## config.mk

```make
export PLATFORM = sky130hd
export DESIGN_NAME = tcw_ctrl
export DESIGN_NICKNAME = d
export VERILOG_FILES = /design/src/rtl/core/tcw_pkg.sv /design/src/rtl/core/tcw_ctrl.sv
export SDC_FILE = /design/constraint.sdc
export NUM_CORES = 1
export LEC_CHECK = 0
export ABC_CLOCK_PERIOD_IN_PS = 2240
export BUFFER_PORTS_ARGS = -buffer_cell sky130_fd_sc_hd__buf_2
export CAP_MARGIN = 30
export CORE_MARGIN = 2
export CORE_UTILIZATION = 46
export CTS_CLUSTER_SIZE = 10
export DETAILED_ROUTE_END_ITERATION = 10
export GPL_ROUTABILITY_DRIVEN = 0
export PLACE_DENSITY = 0.89
export SLEW_MARGIN = 25
export SYNTH_ARGS = -nofsm -noshare
export SYNTH_HDL_FRONTEND = slang
export SYNTH_SLANG_ARGS = --single-unit
```

## constraint.sdc

```tcl
create_clock -name clk_i -period 2.24 [get_ports clk_i]
set_clock_uncertainty 0.05 [all_clocks]
set_input_delay 0.448 -clock clk_i [delete_from_list [all_inputs] [get_ports clk_i]]
set_output_delay 0.448 -clock clk_i [all_outputs]
set_load 0.05 [all_outputs]
```

## src/rtl/core/tcw_pkg.sv

```systemverilog
package tcw_pkg;

  // Default geometry of the character store
  localparam int RowsDef    = 50;
  localparam int ColumnsDef = 80;

  // Request codes
  localparam logic [1:0] REQ_WRITE = 2'd0;
  localparam logic [1:0] REQ_READ  = 2'd1;
  localparam logic [1:0] REQ_CLEAR = 2'd2;

  // Character codes with special meaning
  localparam logic [7:0] CH_NUL     = 8'h00;
  localparam logic [7:0] CH_NEWLINE = 8'h0A;
  localparam logic [7:0] CH_RETURN  = 8'h0D;
  localparam logic [7:0] CH_SPACE   = 8'h20;

  // Attribute after reset: green on black
  localparam logic [7:0] ATTR_RESET = 8'h02;

  // Commands from the controller to the datapath
  typedef struct packed {
    logic read;        // read the requested cell
    logic put;         // write a character at the cursor, advance the column
    logic put_held;    // take the held character instead of the input byte
    logic hold_char;   // hold the input byte for a later put
    logic row_inc;     // move the cursor one row down
    logic col_zero;    // move the cursor to column zero
    logic home;        // move the cursor to row zero, column zero
    logic ptr_clear;   // restart the sweep pointer
    logic copy_step;   // read one cell one row below the pointer, queue its move
    logic blank_step;  // write a blank cell at the pointer
    logic blank_init;  // blank with the reset attribute
  } tcw_cmd_t;

  // Status from the datapath to the controller
  typedef struct packed {
    logic col_full;    // cursor column is past the last column
    logic row_last;    // cursor is on the bottom row
    logic copy_end;    // pointer is at the last cell that receives a moved cell
    logic ptr_end;     // pointer is at the last cell of the store
  } tcw_stat_t;

endpackage

```

## src/rtl/core/tcw_ctrl.sv

```systemverilog
module tcw_ctrl
  import tcw_pkg::*;
(
  input  logic       clk_i,
  input  logic       rst_ni,
  input  logic       start,
  input  logic [1:0] req_type_i,
  input  logic [7:0] char_code_i,
  input  tcw_stat_t  stat_i,
  output tcw_cmd_t   cmd_o,
  output logic       busy,
  output logic       done_o
);

  typedef enum logic [2:0] {
    ST_INIT,
    ST_IDLE,
    ST_CLEAR,
    ST_COPY,
    ST_DRAIN,
    ST_BLANK,
    ST_PUT
  } state_e;

  state_e state_q, state_d;
  logic   put_pend_q, put_pend_d;
  logic   done_q, done_d;

  // Decide the next step and the commands for this cycle
  always_comb begin
    state_d    = state_q;
    put_pend_d = put_pend_q;
    done_d     = 1'b0;
    cmd_o      = '0;
    unique case (state_q)
      ST_INIT: begin
        cmd_o.blank_step = 1'b1;
        cmd_o.blank_init = 1'b1;
        if (stat_i.ptr_end) begin
          state_d = ST_IDLE;
        end
      end
      ST_IDLE: begin
        if (start) begin
          unique case (req_type_i)
            REQ_WRITE: begin
              priority if (char_code_i == CH_NEWLINE) begin
                cmd_o.col_zero = 1'b1;
                put_pend_d     = 1'b0;
                if (stat_i.row_last) begin
                  cmd_o.ptr_clear = 1'b1;
                  state_d         = ST_COPY;
                end else begin
                  cmd_o.row_inc = 1'b1;
                  done_d        = 1'b1;
                end
              end else if (char_code_i == CH_RETURN) begin
                cmd_o.col_zero = 1'b1;
                done_d         = 1'b1;
              end else if (char_code_i == CH_NUL) begin
                done_d = 1'b1;
              end else if (stat_i.col_full) begin
                // Wrap first, then print at column zero
                cmd_o.hold_char = 1'b1;
                cmd_o.col_zero  = 1'b1;
                put_pend_d      = 1'b1;
                if (stat_i.row_last) begin
                  cmd_o.ptr_clear = 1'b1;
                  state_d         = ST_COPY;
                end else begin
                  cmd_o.row_inc = 1'b1;
                  state_d       = ST_PUT;
                end
              end else begin
                cmd_o.put = 1'b1;
                done_d    = 1'b1;
              end
            end
            REQ_READ: begin
              cmd_o.read = 1'b1;
              done_d     = 1'b1;
            end
            REQ_CLEAR: begin
              cmd_o.home      = 1'b1;
              cmd_o.ptr_clear = 1'b1;
              state_d         = ST_CLEAR;
            end
            default: begin
              done_d = 1'b1;
            end
          endcase
        end
      end
      ST_CLEAR: begin
        cmd_o.blank_step = 1'b1;
        if (stat_i.ptr_end) begin
          state_d = ST_IDLE;
          done_d  = 1'b1;
        end
      end
      ST_COPY: begin
        cmd_o.copy_step = 1'b1;
        if (stat_i.copy_end) begin
          state_d = ST_DRAIN;
        end
      end
      ST_DRAIN: begin
        // Let the last moved cell land before blanking the bottom row
        state_d = ST_BLANK;
      end
      ST_BLANK: begin
        cmd_o.blank_step = 1'b1;
        if (stat_i.ptr_end) begin
          if (put_pend_q) begin
            state_d = ST_PUT;
          end else begin
            state_d = ST_IDLE;
            done_d  = 1'b1;
          end
        end
      end
      ST_PUT: begin
        cmd_o.put      = 1'b1;
        cmd_o.put_held = 1'b1;
        put_pend_d     = 1'b0;
        state_d        = ST_IDLE;
        done_d         = 1'b1;
      end
      default: begin
        state_d = ST_IDLE;
      end
    endcase
  end

  // Hold state and the result strobe
  always_ff @(posedge clk_i or negedge rst_ni) begin
    if (!rst_ni) begin
      state_q    <= ST_INIT;
      put_pend_q <= 1'b0;
      done_q     <= 1'b0;
    end else begin
      state_q    <= state_d;
      put_pend_q <= put_pend_d;
      done_q     <= done_d;
    end
  end

  assign busy   = (state_q != ST_IDLE);
  assign done_o = done_q;

endmodule

```

Word-level counts from Yosys, hierarchy flattened. Cells that the tools add are included.

Latch bits: 0. Memories: 0. Memory bits (read-only): 0. Output and inout port bits: 13. Bits of input ports: 17. Flip-flop bits (word level): 5. Bits in writable memories: 0.

Equal/unequal tests: 24. Reductions and logical operators: 8. Divide/modulo/power cells: 0. Add/sub/neg operators: 0. Bitwise operators: 0. Shift operators: 0. $lt $le $gt $ge: 0. Multipliers: 0. Muxes and demuxes: 59.

Operators by type and width (number): 2-to-1 mux 3 bit (14); 2-to-1 mux 1 bit (33); equality test 8 x 4 -> 1 bit, second input constant (2); inequality test 4 bit, second input constant (4); one-hot mux 3 bit (5 select lines) (1); 2-to-1 mux 5 bit (2); equality test 3 bit, second input constant (3); inequality test 3 bit, second input constant (3); AND reduction 9 bit (1); logical NOT 8 bit (1); one-hot mux 1 bit (2 select lines) (4); equality test 3 x 2 -> 1 bit, second input constant (2); 2-to-1 mux 2 bit (3); inequality test 2 bit, second input constant (3); inequality test 3 x 1 -> 1 bit, second input constant (2); one-hot mux 3 bit (2 select lines) (1); AND reduction 6 bit (1); inequality test 2 x 1 -> 1 bit, second input constant (2); one-hot mux 1 bit (4 select lines) (1); equality test 3 x 1 -> 1 bit, second input constant (1); logical NOT 3 bit (1); OR reduction 3 bit (1); equality test 2 x 1 -> 1 bit, second input constant (1); equality test 2 bit, second input constant (1); 3 further kinds (3).

Depth between registers and ports, before layout. Gate-level depths: netlist of run 1.

Depth after elaboration: 8. Depth in mapped cells: 6. Mapped depth without buffers: 5.

Least setup slack after synthesis of run 1. OpenSTA, ideal clock, no wires.

Path type: input to output. Start: input port char_code_i[5]. End: output port cmd_o[3] (netlist name). Required time: 1.742 ns. Stages: 5. Data arrival time: 2.360 ns. Setup slack: -0.618 ns. Cell sequence: nor4_2 a31oi_1 a221oi_2 a21oi_1 nor3_1.

RTL lines: start: declaration (line tcw_ctrl.sv:8) `input logic [7:0] char_code_i,`; end: declaration (line tcw_ctrl.sv:10) `output tcw_cmd_t cmd_o,`.

==> PnR_summary.wiki, run 1 <==
{| class="wikitable"
! Metric !! Value
|-
| Run status || complete, but fails checks
|-
| Failing checks || setup timing
|-
| Share of the synthesized area in the top cell type || 18.5%
|-
| Crit path capture type || output pin
|-
| Total GRT Usage || 29.5%
|-
| Critical Path Fanout Max || 4
|-
| Master of the slowest instance on the critical path || or4_4
|-
| Vertical die dimension || 42.4 µm
|-
| Area of the placeable core || 1330 µm²
|-
| # diodes || 0
|-
| Gate count after technology mapping || 84
|-
| Number of levels in the clock H-tree || 1
|-
| Transition time at the pin with the least slew margin || 0.326 ns
|-
| Final Power || 1.16 mW
|-
| Crit path kind || in -> out
|-
| Drt drc || 0
|-
| Clk_lat worst skew || 0.25 ns
|-
| Antenna violations before repair || 0
|-
| Final clock period utilization by the worst path || 106%
|-
| Total negative slack || -0.346 ns
|-
| Max rail drop VDD || 0.000551 V
|-
| Number of synthesis warnings || 0
|-
| Pwr/cell area || 981 nW/µm²
|-
| Avg Synthesized Cell Area || 8.06 µm²
|-
| First-pass DRT Iterations || 4
|-
| Filler cell count || 69
|-
| Final hold violation count || 0
|-
| CP Data Required Time || 1.74 ns
|-
| Kind of cell adding the most delay to the critical path || simple AND/OR/NAND/NOR gates
|-
| Number of clock sinks || 5
|-
| Global-route track usage on met2 || 50.5%
|-
| Initial Util || 50.8%
|-
| Setup repair after global routing missed its margin || yes
|-
| Number of vias after detailed routing || 913
|-
| Global-route wire length before repair || 4.07 mm
|-
| Mapped Nets || 101
|-
| DRT iter0 DRCs || 39
|-
| Area grow syn2layout || 75.0%
|-
| CP cell instances || buf_6 -> or4_4 -> o41ai_4 -> a221oi_2 -> buf_4 -> nand2_4 -> nor2_4 -> buf_6
|-
| Die width || 42.4 µm
|-
| Remaining global-route overflow || 0
|-
| IO Count || 30
|-
| CTS tree || built
|-
| Antenna viol nets, final || 0
|-
| Launching element type of the critical path || input port
|-
| Vias in the first global route || 889
|-
| Number of unique standard cell types used by synthesis || 44
|-
| Number of setup violations in the final report || 4
|-
| Achievable clock frequency || 420 MHz
|-
| Count of input and output buffers || 29
|-
| Period minus WS final || 2.38 ns
|-
| Post-route core utilization || 88.8%
|-
| Setup WS post-layout || -0.139 ns
|-
| Post-detailed-placement half-perimeter wirelength || 1.51 mm
|-
| Most used cells in the layout excluding fill and tap cells || buf_2, buf_4, buf_6
|-
| Cell accounting for the most synthesized area || dfrtp_1
|-
| Total number of placement rows || 13
|-
| Max capacitance violation total || 0
|-
| Leak Pwr || 0.549 nW
|-
| Critical Path Most Common Cell || buf_6
|-
| CTS max path bufs || 2
|-
| Detail-routed via count per cell || 6.30
|-
| GR peak layer || met2
|-
| Mean routed wirelength per cell || 16.8 µm
|-
| Met3 Track Usage GR || 2.16%
|-
| Largest net degree at the start of global routing || 14
|-
| Total Nets Final || 148
|-
| Portion of the post-synthesis area used by sequential elements || 18.5%
|-
| Worst endpoint data arrival time || 1.88 ns
|-
| Type of the tightest min-delay check || in -> reg
|-
| Cell area after synthesis || 677 µm²
|-
| Overall die area || 1790 µm²
|-
| Most common cell after layout, fill and taps aside || buf_2
|-
| Detailed Route WL || 2.44 mm
|-
| Final Slew Violations || 0
|-
| Met1 track utilization from global routing || 36.3%
|-
| Clock edge transition at the registers on the reported setup and hold paths || 0.04 ns
|-
| Total clock buffers created by CTS || 3
|-
| Number of register bits inferred by synthesis || 5
|-
| Top area cells in the synthesized netlist || dfrtp_1, a221oi_2, nand2_1
|-
| Worst path max stage delay || 0.58 ns
|-
| Ratio of cells with drive above 1 in the final layout || 59.2%
|-
| Headroom to the max-slew limit || 78.1%
|-
| Combined buffer and inverter count along the critical path || 3
|-
| Clk root buf || clkbuf_4
|}
-- synthesized netlist by cell type --
| cell | n |
|---|---|
| a221oi_2 | 2 |
| dfrtp_1 | 5 |
| o2bb2ai_1 | 1 |
| or4_4 | 1 |
| xnor2_1 | 1 |
| buf_6 | 1 |
| o21ai_1 | 1 |
| a211o_1 | 1 |
| and2_1 | 1 |
| o21bai_1 | 2 |
| nand3b_1 | 2 |
| nor3b_1 | 3 |
| nor2b_1 | 2 |
| nor4_2 | 1 |
| or2_2 | 1 |
| o31ai_2 | 2 |
| and4bb_1 | 1 |
| inv_1 | 5 |
| a21oi_1 | 4 |
| a31oi_1 | 4 |
| nand2_1 | 8 |
| a41oi_1 | 1 |
| nor2_2 | 1 |
| or3b_4 | 1 |
| inv_2 | 1 |
| and3_1 | 1 |
| nor3_1 | 5 |
| nand2b_1 | 2 |
| mux2i_1 | 2 |
| o41ai_4 | 1 |
| and2_4 | 1 |
| a22oi_1 | 2 |
| a22o_1 | 1 |
| and3_2 | 1 |
| nor4b_1 | 1 |
| nor2_1 | 1 |
| nor4_1 | 1 |
| and4b_1 | 1 |
| nand2_2 | 1 |
| buf_2 | 1 |
| nand3_1 | 1 |
| o31ai_1 | 1 |
| o21ai_0 | 5 |
| clkbuf_1 | 2 |
-- metal layers --
layer	wire (µm)	part of all wire, %
met1	955	39
met2	1190	49
met3	205	8.4
met4	94	3.8
met5	0	0
-- worst register-to-register path, stage by stage, from the launching register on --
cell and delay, ns:
dfrtp_1 0.37, or3b_4 0.43, nor2_4 0.10, and3_4 0.22, buf_4 0.12, nand2_4 0.05, buf_4 0.13, mux2i_1 0.10
-- worst paths after layout --
kind / from / end / slack [ns] / depth (start not counted)
setup / recovery: char_code_i[5] / cmd_o[6] / -0.14 / 8
hold / removal: stat_i[0] / state_q[2] / 0.42 / 2
setup reg to reg: state_q[1] / put_pend_q / 0.55 / 7
hold reg to reg: put_pend_q / put_pend_q / 0.56 / 2
max in group asynchronous: rst_ni / state_q[1] / 1.50 / 2
min in group asynchronous: rst_ni / put_pend_q / 0.50 / 2
-- power breakdown --
| part | switching [mW] | total [mW] | internal [mW] |
|---|---|---|---|
| clock | 0.0420 | 0.110 | 0.0677 |
| sequential | 0.0229 | 0.154 | 0.131 |
| combinational | 0.571 | 0.899 | 0.327 |
-- per-stage QoR --
stage,setup WS [ns],instances,instance area [µm²],hold WS (ns)
after floorplan,-0.0478,84,752,0.102
after global placement,-0.210,136,982,0.212
after global routing,-0.186,145,1180,0.438
final,-0.139,145,1180,0.416
after detailed placement,-0.246,136,982,0.219
after CTS,-0.147,143,1130,0.410
-- state kept, by name, indices dropped and copies added, names as in the netlist --
signal and cells:
done_o 1, state_q 3, put_pend_q 1
-- layout make-up --
class	instances	area (µm²)	share of cell area [%]
Inverter	6	22.5	1.90
Tap cell	15	18.8	1.58
Clock buffer	4	26.3	2.22
Sequential cell	5	125	10.6
Multi-Input combinational cell	69	653	55.1
Timing Repair Buffer	46	339	28.6
-- kinds of logic (layout without fill, tap and decap cells) --
logic type	Yosys count	count (layout)	share of synthesized area, %
DFF	5	5	18.5
xor gates and xnor gates	1	1	1.29
muxes	2	2	2.96
and+or+nand+nor	38	38	36.4
buffers and inverters	10	56	6.84
AOI/OAI and AO/OA	28	28	34.0
-- what timing repair did --
item | in CTS | in global routing
hold buffers | 1 | 0
pin swaps | 7 | 5
hold endpoints to repair | 5 | 0
buffers inserted | 2 | 2
setup endpoints to repair | 6 | 7
gates resized for setup | 24 | 10
Power figures use the tool's default switching activity.
==> inputs of run 2 (changes only) <==
--- a/config.mk
+++ b/config.mk
@@ -12,7 +12,6 @@
 export CORE_UTILIZATION = 46
 export CTS_CLUSTER_SIZE = 10
 export DETAILED_ROUTE_END_ITERATION = 10
-export GPL_ROUTABILITY_DRIVEN = 0
 export PLACE_DENSITY = 0.89
 export SLEW_MARGIN = 25
 export SYNTH_ARGS = -nofsm -noshare
==> constraint.sdc (replaced) <==
create_clock -name clk_i -period 2.24 [get_ports clk_i]
set_clock_uncertainty 0.05 [all_clocks]
set_input_delay 0.56 -clock clk_i [delete_from_list [all_inputs] [get_ports clk_i]]
set_output_delay 0.56 -clock clk_i [all_outputs]
set_load 0.05 [all_outputs]
==> run 2 against run 1 <==
Net effect:
- the run still ends with setup timing left
- core utilization grew 4.4 points
- clock power down 4%
- sequential share of layout area down 0.50 points
- critical endpoint unchanged
- largest cell class unchanged
==> PnR_summary.wiki, run 2 (synthesis gave the netlist of run 1 again) <==
{| class="wikitable"
! Metric !! Value
|-
| Run status || complete, but fails checks
|-
| Failing checks || setup timing
|-
| Area grow syn2layout || 83.7%
|-
| Depth of the most critical reg-to-reg path || 5 (-2)
|-
| FF/Latch Area || 125 µm² (unchanged)
|-
| Max rail drop VDD || 0.000591 V (+7.3%)
|-
| Clk root buf || clkbuf_4
|-
| Headroom to the max-slew limit || 71.8% (-6.3 points)
|-
| Leak Pwr || 0.569 nW (+3.8%)
|-
| CTS tree || built
|-
| Final hold violation count || 0 (unchanged)
|-
| Worst reg2reg endpoint || state_q[0]
|-
| Antenna violations before repair || 0 (unchanged)
|-
| First-pass DRT Iterations || 4 (unchanged)
|-
| Clk_lat worst skew || 0.24 ns (about the same)
|-
| Crit path kind || in -> out
|-
| Final clock period utilization by the worst path || 118% (+12 points)
|-
| Filler cell count || 46 (-33%)
|-
| Detailed Route WL || 3.10 mm (+27%)
|-
| Detail-routed via count per cell || 6.77 (+7.6%)
|-
| Most common cell after layout, fill and taps aside || buf_4
|-
| Type of the tightest min-delay check || in -> async
|-
| Global-route wire length before repair || 4.66 mm (+15%)
|-
| Number of vias after detailed routing || 1016 (+11%)
|-
| Period minus WS final || 2.65 ns (+0.266 ns)
|-
| Final Slew Violations || 0 (unchanged)
|-
| CTS max path bufs || 2 (unchanged)
|-
| Largest register FFs || 3 (unchanged)
|-
| Worst endpoint data arrival time || 2.04 ns (+0.16 ns)
|-
| Total GRT Usage || 34.2% (+4.7 points)
|-
| DRT iter0 DRCs || 70 (+79%)
|-
| Initial Util || 50.8% (unchanged)
|-
| Setup repair after global routing missed its margin || yes
|-
| Vertical die dimension || 42.4 µm (unchanged)
|-
| Antenna viol nets, final || 0 (unchanged)
|-
| Drt drc || 0 (unchanged)
|-
| Transition time at the pin with the least slew margin || 0.423 ns (+0.0968 ns)
|-
| Area of the multi-input gates || 663 µm² (+1.5%)
|-
| Placement-stage cell area || 1070 µm² (+9.2%)
|-
| Flop2flop setup slack || 0.44 ns (-0.11 ns)
|-
| Pre-CTS setup slack || -0.491 ns (-0.244 ns)
|-
| Setup WS post-layout || -0.406 ns (-0.266 ns)
|-
| Critical Path Fanout Max || 5 (+1)
|-
| # diodes || 0 (unchanged)
|-
| Max capacitance violation total || 0 (unchanged)
|-
| Post-detailed-placement half-perimeter wirelength || 1.80 mm (+19%)
|-
| Pwr/cell area || 993 nW/µm² (+1.3%)
|-
| Count of input and output buffers || 29 (unchanged)
|-
| Launching element type of the critical path || input port
|-
| Total non-filler cell area in the finished layout || 1240 µm² (+5.0%)
|-
| Routability cong. || 0.822
|-
| Area of the placeable core || 1330 µm² (unchanged)
|-
| Total Nets Final || 153 (+3.4%)
|-
| Die width || 42.4 µm (unchanged)
|-
| Total negative slack || -1.41 ns (-1.06 ns)
|-
| Number of buffers inserted for hold repair after clock tree synthesis || 0 (-1)
|-
| Most used cells in the layout excluding fill and tap cells || buf_4, buf_2, buf_6
|-
| Total clock buffers created by CTS || 3 (unchanged)
|-
| Worst flop-to-flop path startpoint || state_q[2]
|-
| Ratio of cells with drive above 1 in the final layout || 61.5% (+2.3 points)
|-
| Number of setup violations in the final report || 6 (+2)
|-
| Top register by number of flip-flops || state_q
|-
| Overall die area || 1790 µm² (unchanged)
|-
| Remaining global-route overflow || 0 (unchanged)
|-
| Achievable clock frequency || 378 MHz (-10%)
|-
| Largest net degree at the start of global routing || 14 (unchanged)
|-
| CP Data Required Time || 1.63 ns (-0.11 ns)
|-
| Clock edge transition at the registers on the reported setup and hold paths || 0.04 ns (about the same)
|-
| Vias in the first global route || 1026 (+15%)
|-
| Mean routed wirelength per cell || 20.7 µm (+23%)
|-
| Number of levels in the clock H-tree || 1 (unchanged)
|-
| Number of clock sinks || 5 (unchanged)
|-
| Crit path capture type || output pin
|-
| Total number of placement rows || 13 (unchanged)
|-
| IO Count || 30 (unchanged)
|}
==> run 2: changes by cell type in the layout (fill, tap and decap cells not counted), sizes merged <==
cell | previous run | this run
dlygate4sd3 | 1 | 0
clkbuf | 5 | 6
buf | 44 | 49
==> run 2: cell type report <==
cell class	instances	area share (%)
Multi-Input combinational cell	69	53.3
Timing Repair Buffer	51	31.0
Tap cell	15	1.51
Clock buffer	4	2.11
Sequential cell	5	10.1
Inverter	6	2.01
==> run 2: stage by stage <==
stage	hold slack, ns	power (mW)	util, %	cells
detailed placement	0.327	0.989	80.4	144
global placement	0.323	0.957	80.4	144
finish	0.0674	1.24	93.2	150
CTS	0.0753	1.16	91.1	150
floorplan	0.214	0.766	-	84
global route	0.0829	1.28	93.2	150
==> run 2: metal layers <==
layer | GRT usage [%] | share of wire [%] | vias to the layer above
li1 | - | - | 426
met3 | 3.88 | 11 | 36
met4 | 16.9 | 7.3 | 0
met2 | 58.8 | 46 | 98
met5 | 0 | 0 | -
met1 | 41.7 | 35 | 456
==> run 2: power by group <==
group          switching, mW  internal (mW)
Clock                 0.0387         0.0675
Combinational          0.629          0.346
Sequential            0.0239          0.131
Total                  0.691          0.544
==> run 2: worst max-delay path by stage <==
stage,startpoint,slack [ns],to,cells after the start
after floorplan,char_code_i[5],-0.27,cmd_o[5],4
after global placement,char_code_i[5],-0.46,cmd_o[5],6
after detailed placement,char_code_i[4],-0.49,cmd_o[3],7
after CTS,char_code_i[5],-0.38,cmd_o[6],8
after global routing,char_code_i[5],-0.44,cmd_o[6],8
final,char_code_i[5],-0.41,cmd_o[6],8
==> run 2: critical path, cell delays in order <==
cell and delay [ns]:
buf_6 0.09, or4_4 0.60, o41ai_4 0.24, a221oi_2 0.11, buf_4 0.15, nand2_4 0.08
nor2_4 0.04, buf_6 0.15
==> run 2: repair_timing <==
action / CTS / global route
setup endpoints to repair: 7 / 7
pin swaps: 8 / 6
resized for setup: 26 / 7
buffers inserted: 2 / 0
